**config.mk**
```make
export PLATFORM = sky130hd
export DESIGN_NAME = pending_ack_tracker
export DESIGN_NICKNAME = d
export VERILOG_FILES = /design/src/sv/pat_pkg.sv /design/src/sv/pending_ack_tracker.sv
export SDC_FILE = /design/constraint.sdc
export NUM_CORES = 1
export LEC_CHECK = 0
export BUFFER_PORTS_ARGS = -buffer_cell sky130_fd_sc_hd__buf_2
export CAP_MARGIN = 20
export CORE_MARGIN = 5
export CORE_UTILIZATION = 35
export CTS_BUF_LIST = sky130_fd_sc_hd__clkbuf_8
export DETAILED_ROUTE_END_ITERATION = 8
export MAX_ROUTING_LAYER = met4
export PLACE_DENSITY = 0.52
export REMOVE_ABC_BUFFERS = 1
export SYNTH_ARGS = -nofsm -noshare
export SYNTH_HDL_FRONTEND = slang
export SYNTH_SLANG_ARGS = --single-unit
```
**constraint.sdc**
```tcl
create_clock -name i_clk -period 7.4 [get_ports i_clk]
set_clock_uncertainty 0.2 [all_clocks]
set_input_delay 0.37 -clock i_clk [delete_from_list [all_inputs] [get_ports i_clk]]
set_output_delay 0.37 -clock i_clk [all_outputs]
set_load 0.05 [all_outputs]
```
**src/sv/pat_pkg.sv**
```systemverilog
// Package for the pending acknowledgement tracker.
// Holds the transaction payload types, the command codes and the control state type.
// Depends on nothing.
package pat_pkg;

    localparam int SEQ_W = 16;
    localparam int SENDER_W = 8;
    localparam int SLOT_INDEX_W = 3;
    localparam int ACKED_W = 32;

    localparam logic CMD_RECORD = 1'b0;
    localparam logic CMD_ACK = 1'b1;

    typedef struct packed {
        logic                cmd;
        logic                is_broadcast;
        logic [SENDER_W-1:0] sender_id;
        logic [SEQ_W-1:0]    ack_seq;
    } t_in;

    typedef struct packed {
        logic [SEQ_W-1:0]        seq_number;
        logic                    slot_hit;
        logic [SLOT_INDEX_W-1:0] slot_index;
        logic                    slot_freed;
        logic [ACKED_W-1:0]      acked_boards;
    } t_out;

    typedef enum logic {
        ST_IDLE,
        ST_UPDATE
    } t_state;

endpackage

```
**src/sv/pending_ack_tracker.sv**
```systemverilog
// Pending acknowledgement tracker: slot flags in flip-flops, bitmaps in a synchronous RAM.
// An item is accepted in ST_IDLE and updates the table in ST_UPDATE, which stalls until the
// output register is free; no new item enters meanwhile. The bitmap RAM is read on acceptance
// and written back on the update. The next item may enter while the registered result waits.
// Reset clears the sequence counter, the slot valid bits, the control state and the output valid.
// Depends on pat_pkg.
module pending_ack_tracker #(
    parameter int PENDING_SLOTS = 8,
    parameter int MAX_BOARDS = 32
) (
    input  logic          i_clk,
    input  logic          i_rst_n,
    input  logic          i_in_valid,
    output logic          o_in_ready,
    input  pat_pkg::t_in  i_in_data,
    output logic          o_out_valid,
    input  logic          i_out_ready,
    output pat_pkg::t_out o_out_data
);

    localparam int IDX_W = (PENDING_SLOTS > 1) ? $clog2(PENDING_SLOTS) : 1;

    pat_pkg::t_state r_state;
    pat_pkg::t_state n_state;

    logic [pat_pkg::SEQ_W-1:0]    r_seq_cnt;
    logic [PENDING_SLOTS-1:0]     r_active;
    logic [PENDING_SLOTS-1:0]     r_bcast;
    logic [pat_pkg::SEQ_W-1:0]    r_slot_seq [PENDING_SLOTS];
    logic [MAX_BOARDS-1:0]        r_ack_mem [PENDING_SLOTS];
    logic [MAX_BOARDS-1:0]        r_rdata;

    logic                         r_cmd;
    logic                         r_is_bcast;
    logic [pat_pkg::SENDER_W-1:0] r_sender;
    logic [pat_pkg::SEQ_W-1:0]    r_ack_seq;
    logic                         r_hit;
    logic [IDX_W-1:0]             r_idx;

    logic          r_out_valid;
    pat_pkg::t_out r_out;
    pat_pkg::t_out n_out;

    logic                          w_accept;
    logic                          w_out_free;
    logic                          w_commit;
    logic                          w_find_any;
    logic [IDX_W-1:0]              w_find_idx;
    logic [MAX_BOARDS-1:0]         w_sender_mask;
    logic [MAX_BOARDS-1:0]         w_new_acks;
    logic [MAX_BOARDS-1:0]         w_mem_wdata;
    logic [MAX_BOARDS+pat_pkg::ACKED_W-1:0] w_acks_ext;
    logic [IDX_W+pat_pkg::SLOT_INDEX_W-1:0] w_idx_ext;
    logic [pat_pkg::SEQ_W-1:0]     w_seq_next;
    logic                          w_mem_we;

    assign w_accept   = i_in_valid && o_in_ready;
    assign w_out_free = !r_out_valid || i_out_ready;
    assign w_commit   = (r_state == pat_pkg::ST_UPDATE) && w_out_free;
    assign w_seq_next = r_seq_cnt + pat_pkg::SEQ_W'(1);

    always_comb begin
        w_find_any = 1'b0;
        w_find_idx = '0;
        for (int s = PENDING_SLOTS - 1; s >= 0; s--) begin
            if (i_in_data.cmd == pat_pkg::CMD_RECORD) begin
                if (!r_active[s]) begin
                    w_find_any = 1'b1;
                    w_find_idx = IDX_W'(s);
                end
            end else begin
                if (r_active[s] && (r_slot_seq[s] == i_in_data.ack_seq)) begin
                    w_find_any = 1'b1;
                    w_find_idx = IDX_W'(s);
                end
            end
        end
    end

    always_comb begin
        for (int b = 0; b < MAX_BOARDS; b++) begin
            w_sender_mask[b] = (r_sender == pat_pkg::SENDER_W'(b + 1));
        end
    end

    assign w_new_acks  = r_rdata | w_sender_mask;
    assign w_mem_wdata = (r_cmd == pat_pkg::CMD_RECORD) ? '0 : w_new_acks;
    assign w_acks_ext  = {{pat_pkg::ACKED_W{1'b0}}, w_new_acks};
    assign w_idx_ext   = {{pat_pkg::SLOT_INDEX_W{1'b0}}, r_idx};

    always_comb begin
        case (r_state)
            pat_pkg::ST_IDLE: begin
                n_state = w_accept ? pat_pkg::ST_UPDATE : pat_pkg::ST_IDLE;
            end
            pat_pkg::ST_UPDATE: begin
                n_state = w_out_free ? pat_pkg::ST_IDLE : pat_pkg::ST_UPDATE;
            end
            default: begin
                n_state = pat_pkg::ST_IDLE;
            end
        endcase
    end

    always_comb begin
        o_in_ready = 1'b0;
        w_mem_we   = 1'b0;
        case (r_state)
            pat_pkg::ST_IDLE: begin
                o_in_ready = 1'b1;
            end
            pat_pkg::ST_UPDATE: begin
                w_mem_we = w_out_free && r_hit;
            end
            default: begin
                o_in_ready = 1'b0;
            end
        endcase
    end

    always_comb begin
        n_out = '0;
        if (r_cmd == pat_pkg::CMD_RECORD) begin
            n_out.seq_number = w_seq_next;
        end else begin
            n_out.seq_number = r_ack_seq;
        end
        if (r_hit) begin
            n_out.slot_hit   = 1'b1;
            n_out.slot_index = w_idx_ext[pat_pkg::SLOT_INDEX_W-1:0];
            if (r_cmd == pat_pkg::CMD_ACK) begin
                n_out.slot_freed   = !r_bcast[r_idx];
                n_out.acked_boards = w_acks_ext[pat_pkg::ACKED_W-1:0];
            end
        end
    end

    always_ff @(posedge i_clk) begin
        if (!i_rst_n) begin
            r_state     <= pat_pkg::ST_IDLE;
            r_seq_cnt   <= '0;
            r_active    <= '0;
            r_out_valid <= 1'b0;
        end else begin
            r_state <= n_state;
            if (w_commit) begin
                r_out_valid <= 1'b1;
            end else if (i_out_ready) begin
                r_out_valid <= 1'b0;
            end
            if (w_commit && (r_cmd == pat_pkg::CMD_RECORD)) begin
                r_seq_cnt <= w_seq_next;
            end
            if (w_commit && r_hit) begin
                if (r_cmd == pat_pkg::CMD_RECORD) begin
                    r_active[r_idx] <= 1'b1;
                end else if (!r_bcast[r_idx]) begin
                    r_active[r_idx] <= 1'b0;
                end
            end
        end
    end

    always_ff @(posedge i_clk) begin
        if (w_accept) begin
            r_cmd      <= i_in_data.cmd;
            r_is_bcast <= i_in_data.is_broadcast;
            r_sender   <= i_in_data.sender_id;
            r_ack_seq  <= i_in_data.ack_seq;
            r_hit      <= w_find_any;
            r_idx      <= w_find_idx;
        end
        if (w_commit) begin
            r_out <= n_out;
        end
        if (w_commit && r_hit && (r_cmd == pat_pkg::CMD_RECORD)) begin
            r_slot_seq[r_idx] <= w_seq_next;
            r_bcast[r_idx]    <= r_is_bcast;
        end
    end

    always_ff @(posedge i_clk) begin
        if (w_mem_we) begin
            r_ack_mem[r_idx] <= w_mem_wdata;
        end
        if (w_accept) begin
            r_rdata <= r_ack_mem[w_find_idx];
        end
    end

    assign o_out_valid = r_out_valid;
    assign o_out_data  = r_out;

`ifndef SYNTHESIS
    a_one_item_at_a_time: assert property (@(posedge i_clk) disable iff (!i_rst_n)
        w_accept |=> !o_in_ready)
        else $error("A second transaction was accepted while one was in progress.");

    a_result_follows_update: assert property (@(posedge i_clk) disable iff (!i_rst_n)
        $rose(o_out_valid) |-> $past(r_state == pat_pkg::ST_UPDATE))
        else $error("A result appeared without a table update.");

    a_claimed_slot_active: assert property (@(posedge i_clk) disable iff (!i_rst_n)
        (w_commit && r_hit && (r_cmd == pat_pkg::CMD_RECORD)) |=> r_active[$past(r_idx)])
        else $error("A claimed slot is not marked active.");

    a_active_grows_by_one: assert property (@(posedge i_clk) disable iff (!i_rst_n)
        ##1 ($countones(r_active) <= $countones($past(r_active)) + 1))
        else $error("More than one slot was claimed in a cycle.");

    a_freed_implies_hit: assert property (@(posedge i_clk) disable iff (!i_rst_n)
        (w_commit && !r_hit) |=> !r_out.slot_freed && !r_out.slot_hit)
        else $error("A missed lookup reported a slot.");
`endif

endmodule
```
==> key figures, run 1 <==
Die
  – FP Rows: 90
  – DIE WIDTH: 258 µm
  – Initial Util: 0.355
  – Core area: 0.0606 mm²
  – Ports: 85
  – Die area: 0.0665 mm²
  – Die height: 258 µm

STA
  – Setup_tns: 0 ns
  – Unrepaired setup endpoints after global routing: no
  – Final Setup Violations: 0
  – Slew Limit Fails: 0
  – Endpoints failing hold: 0
  – Slew HR: 0.273
  – Fmax: 215 MHz
  – Crit share post-route: 0.629
  – Final min period: 4.66 ns
  – Worst-Margin Slew: 1.09 ns

Yosys
  – Main synth FF type: edfxtp_1
  – Post-Syn Area: 0.0215 mm²
  – Yosys Warn Count: 0
  – Syn Area/Cell: 16.2 µm²
  – Post-synth ARST share: 0
  – EDFF count, synth: 507
  – Yosys cell types: 59
  – Sequential fraction of the synthesis area: 0.732
  – Synthesized instance count: 1325
  – Yosys reg bits: 533

Clock network
  – CTS tree: done
  – Num CTS Buffers: 91
  – Clk sinks: 533
  – H-tree levels: 3
  – Reg clk slew, reported paths: 0.06 ns
  – CTS root buf: clkbuf_8
  – # resized after CTS: 0
  – Maximum clock path buffer count: 3
  – # hold bufs at CTS: 30
  – Post-CTS Setup Bufs: 0
  – Clk_lat worst skew: 0.68 ns

Pwr
  – Worst ir drop on vdd: 0.126 mV
  – P per Cell Area: 255 mW/mm²
  – Leak pwr: 8.37 nW

Global route
  – Number of global-route vias before repair: 12437
  – Total gr overflow: 0
  – Initial antenna violation count: 2
  – First-pass GRT wire length: 80600 µm
  – Global-route usage over all layers: 0.166
  – Largest net degree at the start of global routing: 63

Final layout
  – Leading cell types in the layout, fill and taps excluded: edfxtp_1 (507), xor2_1 (104), clkbuf_8 (98)
  – Reg area: 0.0157 mm²
  – Area of the multi-input gates: 0.00529 mm²
  – Final Non-Filler Cells: 2359
  – Layout overhead on the synthesized area: 15.5%
  – Final #Nets: 1531
  – Commonest non-fill, non-tap cell in the layout: edfxtp_1
  – Fillers: 5616
  – Share of cells above drive strength 1: 0.201

Critical path
  – WP data arrival: 4.87 ns
  – Critical path fanouts, max: 43
  – Buf/Inv on CP: 3
  – Critical path class: primary input to flip-flop
  – Startpoint type of the worst setup path: primary input
  – Crit-path max cell delay: 0.87 ns
  – Crit path capture type: flip-flop
  – Largest delay contributor family on the critical path: compound AO/OA/AOI/OAI gates
  – Worst path required time: 7.61 ns
  – Master of the slowest instance on the critical path: a21oi_4
  – Critical path, cell by cell: dlygate4sd3_1 > buf_2 > xor2_1 > nor4_1 > nand4_1 > o22ai_1 > a21oi_2 > a21oi_4 > buf_4 > mux2_2 > o211a_1

Worst hold path
  – HP Class: primary input to flip-flop

Placement
  – Hpwl dp: 31400 µm
  – Buffers added on ports: 84
  – RD Place Congestion: 0.784
  – Placed cell count: 2158

Flow run
  – Number of max-cap violations: 0

Drt
  – Initial DRT Pass Iterations: 5
  – Routed vias/inst: 5.01
  – Drt wl/cell: 22.9 µm
  – DR DRC count: 0
  – Iter 0 DRT Violations: 833
  – Via count: 11814
  – Routed Antenna Nets: 0
  – Routed WL: 54000 µm

Run status
  – Status: finished clean
[Yosys cell counts, types with 11 or more instances]
| master | n | area [µm²] |
|---|---|---|
| a21oi_1 | 23 | 115 |
| and2_1 | 51 | 319 |
| buf_2 | 17 | 85.1 |
| buf_4 | 14 | 105 |
| clkbuf_1 | 31 | 116 |
| dfxtp_1 | 26 | 521 |
| edfxtp_1 | 507 | 15200 |
| inv_1 | 34 | 128 |
| mux2_2 | 35 | 394 |
| mux2i_1 | 26 | 260 |
| nand2_1 | 48 | 180 |
| nand3_1 | 18 | 90.1 |
| nand3b_1 | 24 | 180 |
| nand4_1 | 11 | 68.8 |
| nor2_1 | 35 | 131 |
| nor2b_1 | 28 | 175 |
| nor3_1 | 12 | 60.1 |
| nor4_1 | 19 | 119 |
| o211a_1 | 19 | 190 |
| o21a_1 | 24 | 180 |
| o221a_2 | 21 | 236 |
| o221ai_1 | 32 | 280 |
| o22a_1 | 34 | 298 |
| xnor2_1 | 50 | 438 |
| xor2_1 | 104 | 911 |
[worst reg2reg max path: cells and delay by family (launching register included)]
| kind | cells | cell delay [ns] |
|---|---|---|
| xor gates and xnor gates | 1 | 0.20 |
| DFF | 1 | 0.39 |
| buffers and inverters | 1 | 0.67 |
| muxes | 1 | 0.45 |
| and+or+nand+nor | 2 | 0.67 |
| AOI/OAI and AO/OA | 4 | 1.71 |
[cells by family (layout without fill, tap and decap cells)]
kind of cell | after synthesis | after routing | share of synthesized area
other | 0 | 2 | 0
AOI/OAI and AO/OA | 196 | 196 | 0.0785
muxes | 61 | 61 | 0.0304
xor gates and xnor gates | 154 | 154 | 0.0627
DFF | 533 | 533 | 0.732
buffers and inverters | 103 | 353 | 0.0241
adders and majority gates | 1 | 1 | 0.000582
and+or+nand+nor | 277 | 277 | 0.0716
[state kept, by name, summed over array words and instances, names as in the netlist, 3 cells and up, named ones only]
register	flops
r_sender	8
r_idx	3
r_slot_seq	128
r_ack_seq	16
r_bcast	8
r_rdata	32
o_out_data	53
r_ack_mem	256
r_seq_cnt	16
[layout make-up]
cell class | instances | share of cell area
Sequential cell | 533 | 0.634
Inverter | 34 | 0.00514
Multi-Input combinational cell | 689 | 0.213
Tap cell | 782 | 0.0394
Clock inverter | 70 | 0.0137
Timing Repair Buffer | 151 | 0.0408
Clock buffer | 98 | 0.0543
Antenna cell | 2 | 0.000201
[power by group]
part / internal, mW / total (mW) / switching, mW
Clock: 1.29 / 2.47 / 1.18
Sequential: 3.39 / 3.42 / 0.0258
Combinational: 0.133 / 0.438 / 0.305
[routing by layer]
metal  wire [µm]  GRT usage
met1       23100      0.204
met2       27000      0.274
met3        2340     0.0347
met4        1650     0.0549
met5           0          -
[final timing paths]
path	start	end	slack [ns]	cells after the start
worst max-delay path	i_in_data[9]	r_rdata[30]	2.74	11
worst min-delay path	i_in_data[18]	r_sender[2]	0.22	2
worst max register to register	r_slot_seq[3][9]	r_rdata[30]	2.86	9
worst min register to register	r_seq_cnt[1]	r_seq_cnt[1]	0.29	2
[stage by stage]
step	total power [mW]	instance area, µm²	hold WS (ns)	util	setup WS (ns)
after floorplan	3.75	21100	0.256	-	2.92
after global placement	3.91	22800	0.271	0.376	2.67
after detailed placement	3.92	22800	0.283	0.377	2.58
after CTS	6.42	24800	0.161	0.410	2.74
after global routing	6.59	24800	0.173	0.410	2.54
final	6.33	24800	0.221	0.410	2.74
Note: power is estimated with default switching activity, not from simulation.
==> run 2: changes to the inputs <==
- ABC_AREA: default -> 1
- clock period: 7.4 -> 4.6 ns (I/O delays scaled with it)
==> run 2 against run 1 <==
Compared with the run above:
- clock power up 65%
- critical path depth up 7
- clock-buffer cell count up 1
- critical endpoint is now r_rdata[11]
- sequential cell count is the same
==> key figures, run 2 <==
Yosys
  – Yosys cell types: 40 (-32%)
  – Top cells by count, synth: edfxtp_1 (507), nand2_1 (485), inv_1 (360), nand3_1 (277), nor2_1 (162)
  – Yosys reg bits: 533 (unchanged)
  – EDFF count, synth: 507 (unchanged)
  – Sequential fraction of the synthesis area: 0.680 (-0.0521)
  – Yosys Warn Count: 0 (unchanged)
  – Synth top area cells: edfxtp_1 (66%), nand2_1 (7.9%), nand3_1 (6.0%)
  – Main synth FF type: edfxtp_1
  – Syn Area/Cell: 10.6 µm² (-35%)
  – Post-Syn Area: 0.0232 mm² (+7.7%)
  – Post-synth ARST share: 0 (unchanged)
  – Synthesized instance count: 2185 (+65%)
  – Most common cell in the netlist: edfxtp_1
  – Proportion of netlist area held by the largest area contributor: 0.657 (-0.0504)
  – Leading area contributor after synthesis: edfxtp_1

Critical path
  – R2r worst-path depth: 15 (+6)
  – Cell mode on critical path: nand2_1
  – Buf/Inv on CP: 4 (+1)
  – RR Endpoint: r_rdata[11]
  – Crit path capture type: flip-flop
  – WP data arrival: 3.84 ns (-1.03 ns)
  – Worst path required time: 4.80 ns (-2.81 ns)
  – Critical path, cell by cell: dlygate4sd3_1 > buf_2 > inv_1 > nand2_1 > o21ai_0 > nor4_1 > nand3_1 > nor2_2 > nor2_1 > nand2_1 > nand2_4 > nand2_4 > buf_12 > nand2_1 > nand3_1 > nand2_1 > nand2_1 > nand2_1
  – Critical path fanouts, max: 129 (+200%)
  – FF-to-FF Start: r_slot_seq[2][9]
  – Master of the slowest instance on the critical path: dlygate4sd3_1
  – Largest delay contributor family on the critical path: simple AND/OR/NAND/NOR gates
  – R2r setup slk: 1.15 ns (-1.71 ns)
  – Critical path class: primary input to flip-flop
  – Startpoint type of the worst setup path: primary input
  – Crit-path max cell delay: 0.52 ns (-0.35 ns)

Run status
  – Status: finished clean

Die
  – DIE WIDTH: 267 µm (+3.6%)
  – FP Rows: 94 (+4.4%)
  – Die height: 267 µm (+3.6%)
  – Core area: 0.0657 mm² (+8.5%)
  – Ports: 85 (unchanged)
  – Die area: 0.0714 mm² (+7.4%)
  – Initial Util: 0.352 (-0.00279)

STA
  – Final Setup Violations: 0 (unchanged)
  – Unrepaired setup endpoints after global routing: no
  – Fmax: 275 MHz
  – Final min period: 3.63 ns
  – Endpoints failing hold: 0 (unchanged)
  – Crit share post-route: 0.790
  – Worst-Margin Slew: 1.08 ns (-0.00831 ns)
  – Slew Limit Fails: 0 (unchanged)
  – Slew HR: 0.277 (+0.00472)
  – Min Hold Slack: 0.0714 ns (-0.150 ns)

Drt
  – Via count: 15905 (+35%)
  – Iter 0 DRT Violations: 1288 (+55%)
  – DR DRC count: 0 (unchanged)
  – Routed vias/inst: 4.83 (-3.5%)
  – Routed Antenna Nets: 0 (unchanged)
  – Drt wl/cell: 19.3 µm (-16%)
  – Routed WL: 63700 µm (+18%)
  – Initial DRT Pass Iterations: 5 (unchanged)

Final layout
  – Layout overhead on the synthesized area: 15.5% (about the same)
  – Final #Nets: 2383 (+56%)
  – Max reg flops: 256 (unchanged)
  – Final instance area: 0.0267 mm² (+7.7%)
  – Leading cell types in the layout, fill and taps excluded: edfxtp_1 (507), nand2_1 (485), inv_1 (389)
  – Biggest register: r_ack_mem
  – Share of cells above drive strength 1: 0.121 (-0.0799)
  – Fillers: 6321 (+13%)
  – Commonest non-fill, non-tap cell in the layout: edfxtp_1

Clock network
  – CTS tree: done
  – H-tree levels: 3 (unchanged)
  – Num CTS Buffers: 94 (+3.3%)
  – CTS root buf: clkbuf_8
  – Clk sinks: 533 (unchanged)
  – Post-CTS Setup Bufs: 0 (unchanged)
  – # resized after CTS: 0 (unchanged)
  – Reg clk slew, reported paths: 0.06 ns (about the same)
  – Clk_lat worst skew: 0.69 ns (about the same)
  – # hold bufs at CTS: 30 (unchanged)
  – Maximum clock path buffer count: 3 (unchanged)

Global route
  – First-pass GRT wire length: 96300 µm (+19%)
  – Largest net degree at the start of global routing: 130 (+110%)
  – Global-route usage over all layers: 0.182 (+0.0163)
  – Initial antenna violation count: 1 (-1)
  – Number of global-route vias before repair: 15745 (+27%)
  – Total gr overflow: 0 (unchanged)

Placement
  – RD Place Congestion: 0.889 (+13%)
  – Hpwl dp: 38000 µm (+21%)
  – Cell Area, Placed: 0.0247 mm² (+8.2%)
  – Buffers added on ports: 84 (unchanged)

Pwr
  – Worst ir drop on vdd: 0.179 mV (+42%)
  – P per Cell Area: 396 mW/mm² (+56%)
  – Leak pwr: 11.1 nW (+33%)

Worst hold path
  – Worst hold path stage count: 2 (unchanged)
  – Hold Path End: r_sender[7]
  – HP Class: primary input to flip-flop
  – Min-delay src: i_in_data[23]

Flow run
  – Number of max-cap violations: 0 (unchanged)
[run 2: changes by cell type in the layout (fill, tap and decap cells not counted), sizes merged, moves of 46 or more]
cell	before	now
nor2	35	164
nand2	48	489
nand3	18	277
inv	71	407
o21ai	6	52
xor2	104	41
and2	52	0
[run 2: cell type report]
type / instances / area (µm²) / area share
Sequential cell: 533 / 15700 / 0.589
Multi-Input combinational cell: 1184 / 5600 / 0.209
Inverter: 377 / 1420 / 0.0530
Clock buffer: 99 / 1360 / 0.0509
Timing Repair Buffer: 162 / 1180 / 0.0440
Tap cell: 864 / 1080 / 0.0404
Clock inverter: 72 / 365 / 0.0137
Antenna cell: 1 / 2.50 / 0.0000935
[run 2: cells by family (layout without fill, tap and decap cells)]
family                   Yosys count  count (layout)  synth area share
flip-flops                       533             533             0.680
buffers and inverters            468             710            0.0836
other                              0               1                 0
AO/OA/AOI/OAI                    142             142            0.0341
adder cells (fa/ha/maj)            1               1          0.000540
AND/OR/NAND/NOR                  990             990             0.183
XOR/XNOR                          51              51            0.0193
[run 2: power breakdown]
group	leakage (nW)	internal (mW)	switching, mW	total [mW]
Combinational	5.28	0.235	0.724	0.959
Sequential	4.87	5.50	0.0499	5.55
Clock	0.984	2.10	1.98	4.08
Total	11.1	7.84	2.75	10.6
[run 2: how the worst max path moves through the flow]
stage | cells past startpoint | endpoint | startpoint
after floorplan | 4 | r_ack_mem[3][0] | r_state
after global placement | 17 | r_rdata[14] | i_in_data[11]
after detailed placement | 17 | r_rdata[0] | i_in_data[11]
after CTS | 18 | r_rdata[30] | i_in_data[11]
after global routing | 18 | r_rdata[11] | i_in_data[11]
final | 18 | r_rdata[11] | i_in_data[11]
[run 2: through the flow]
step / util / instances / setup TNS (ns) / total power [mW] / worst slack, ns
6_report: 0.407 / 3292 / 0 / 10.6 / 0.968
5_1_grt: 0.407 / 3292 / 0 / 11.0 / 0.757
4_1_cts: 0.407 / 3291 / 0 / 10.7 / 1.08
3_5_place_dp: 0.376 / 3090 / 0 / 6.60 / 0.881
3_3_place_gp: 0.375 / 3085 / 0 / 6.58 / 0.907
2_1_floorplan: - / 2094 / -435.05 / 6.22 / -1.25
[run 2: metal layers]
metal,share of wire,global-route usage,vias to the layer above
li1,-,-,7558
met1,0.45,0.249,7698
met2,0.46,0.279,544
met3,0.063,0.0287,105
met4,0.024,0.0616,0
met5,0,-,-
==> run 3: changes to the inputs <==
- ABC_AREA: 1 -> 0
- clock period: 4.6 -> 3.7 ns (I/O delays scaled with it)
==> run 3 against run 2 <==
Compared with the run above:
- wire length shrank 14%
- die area shrank 6.9%
- first-iteration DRC count shrank 43%
- non-clock buffer count increased by 22
- worst setup slack got worse by 0.63 ns
- combinational power decreased by 5.1%
- final cell count decreased by 28%
- sequential power rose by 23%
- via count decreased by 25%
- critical endpoint is now r_rdata[7]
- largest power group unchanged
- highest routed layer unchanged
==> key figures, run 3 (synthesis results as in run 1) <==
Critical path
  – R2r worst-path depth: 9 (-6)
  – Crit-path max cell delay: 0.56 ns (+0.04 ns)
  – Master of the slowest instance on the critical path: nor4_1
  – Buf/Inv on CP: 1 (-3)
  – Largest delay contributor family on the critical path: compound AO/OA/AOI/OAI gates
  – FF-to-FF Start: r_slot_seq[0][10]
  – Critical path depth in cells: 9 (-9)
  – Worst path required time: 3.99 ns (-0.81 ns)
  – R2r setup slk: 0.34 ns (-0.81 ns)
  – Critical path, cell by cell: xor2_1 > nor4_1 > nand3_1 > o22ai_1 > or3_1 > buf_12 > o22a_1 > o221ai_1 > a211oi_2
  – Critical path fanouts, max: 32 (-75%)
  – Critical path class: flip-flop to flip-flop
  – RR Endpoint: r_rdata[7]
  – Startpoint type of the worst setup path: flip-flop
  – Crit path capture type: flip-flop
  – WP data arrival: 3.65 ns (-0.19 ns)

Final layout
  – Share of cells above drive strength 1: 0.215 (+0.0941)
  – Reg area: 0.0157 mm² (unchanged)
  – Layout overhead on the synthesized area: 16.9%
  – Area of the multi-input gates: 0.00529 mm² (-5.6%)
  – Max reg flops: 256 (unchanged)
  – Final Non-Filler Cells: 2384 (-28%)
  – Biggest register: r_ack_mem
  – Leading cell types in the layout, fill and taps excluded: edfxtp_1 (507), xor2_1 (104), clkbuf_8 (94)
  – Fillers: 5557 (-12%)
  – Commonest non-fill, non-tap cell in the layout: edfxtp_1
  – Final #Nets: 1564 (-34%)

Drt
  – Routed vias/inst: 5.02 (+3.9%)
  – Drt wl/cell: 22.9 µm (+18%)
  – Routed WL: 54600 µm (-14%)
  – Via count: 11963 (-25%)
  – DR DRC count: 0 (unchanged)
  – Routed Antenna Nets: 0 (unchanged)
  – Iter 0 DRT Violations: 736 (-43%)
  – Initial DRT Pass Iterations: 4 (-1)

Worst hold path
  – HP Class: primary input to flip-flop
  – Hold Path End: r_is_bcast
  – Worst hold path stage count: 2 (unchanged)
  – Min-delay src: i_in_data[24]

Die
  – FP Rows: 90 (-4.3%)
  – Ports: 85 (unchanged)
  – Core area: 0.0606 mm² (-7.9%)
  – Die height: 258 µm (-3.5%)
  – Initial Util: 0.355 (+0.00279)
  – DIE WIDTH: 258 µm (-3.5%)
  – Die area: 0.0665 mm² (-6.9%)

Global route
  – First-pass GRT wire length: 80500 µm (-16%)
  – Global-route usage over all layers: 0.167 (-0.0152)
  – Largest net degree at the start of global routing: 49 (-62%)
  – Number of global-route vias before repair: 12433 (-21%)
  – Initial antenna violation count: 1 (unchanged)
  – Total gr overflow: 0 (unchanged)

Clock network
  – Num CTS Buffers: 91 (-3.2%)
  – Post-CTS Setup Bufs: 0 (unchanged)
  – Clk sinks: 533 (unchanged)
  – CTS root buf: clkbuf_8
  – Clk_lat worst skew: 0.67 ns (-0.02 ns)
  – Reg clk slew, reported paths: 0.06 ns (about the same)
  – CTS tree: done
  – Maximum clock path buffer count: 3 (unchanged)
  – # resized after CTS: 0 (unchanged)
  – H-tree levels: 3 (unchanged)

STA
  – Slew HR: 0.329 (+0.0522)
  – Crit share post-route: 0.909
  – Setup_tns: 0 ns (unchanged)
  – Fmax: 297 MHz
  – Final Setup Violations: 0 (unchanged)
  – Endpoints failing hold: 0 (unchanged)
  – Final min period: 3.36 ns
  – Unrepaired setup endpoints after global routing: no
  – Worst-Margin Slew: 1.00 ns (-0.0780 ns)
  – Slew Limit Fails: 0 (unchanged)

Placement
  – Placed cell count: 2184 (-29%)
  – RD Place Congestion: 0.790 (-11%)
  – Buffers added on ports: 84 (unchanged)
  – Hpwl dp: 31600 µm (-17%)

Run status
  – Status: finished clean

Pwr
  – Worst ir drop on vdd: 0.261 mV (+46%)
  – P per Cell Area: 505 mW/mm² (+27%)
  – Leak pwr: 8.53 nW (-23%)

Flow run
  – Number of max-cap violations: 0 (unchanged)
==> run 3: cell types whose count changed in the layout (fill, tap and decap cells not counted), moves of 32 or more <==
cell / change
xor2_1: +64
o221ai_1: +32
o22a_1: +34
mux2_2: +35
o21ai_0: -40
inv_1: -325
nand2_1: -437
xnor2_1: +40
nor2_1: -124
nand3_1: -259
a21oi_1: -33
and2_1: +51
==> run 3: how the worst max path moves through the flow <==
stage / start / end / slack (ns)
finish: r_slot_seq[0][10] / r_rdata[7] / 0.34
detailed placement: i_in_data[10] / r_rdata[7] / 0.27
global route: r_slot_seq[0][10] / r_rdata[7] / 0.16
floorplan: r_slot_seq[5][8] / r_rdata[10] / -0.77
CTS: r_slot_seq[0][8] / r_rdata[7] / 0.33
global placement: i_in_data[10] / r_rdata[7] / 0.35
==> run 3: timing repair <==
action                     CTS  global route
hold endpoints to repair    64             0
setup endpoints to repair    0             0
hold buffers                38             0
==> run 3: power by group <==
group          switching [mW]  internal, mW
Clock                    2.38          2.56
Combinational           0.618         0.292
Sequential             0.0538          6.78
Total                    3.05          9.64
==> run 3: final cells by class <==
class,instances,area share
clock inverters,67,0.0146
inverters,34,0.00508
multi-input cells,689,0.210
well taps,782,0.0389
flip-flops and latches,533,0.626
clock buffers,94,0.0515
repair buffers,184,0.0532
diodes,1,0.0000995
==> run 3: per-stage QoR <==
stage                     hold slack (ns)  setup WS (ns)  instance area, µm²   util  total power, mW
after floorplan                    0.0839         -0.774               21100      -             7.49
after global placement              0.166          0.350               23100  0.381             7.85
after detailed placement            0.164          0.268               23100  0.381             7.86
after CTS                         0.00211          0.334               25100  0.415             12.9
after global routing               0.0301          0.155               25100  0.415             13.2
final                              0.0534          0.337               25100  0.415             12.7
==> run 3: per-layer routing <==
layer  part of all wire  wire [µm]  vias to the layer above  track usage
met5                  0          0                        -            -
met4              0.026       1430                        0       0.0510
met3              0.045       2450                       98       0.0365
met2               0.50      27400                      280        0.280
met1               0.43      23300                     6105        0.204
li1                   -          -                     5480            -
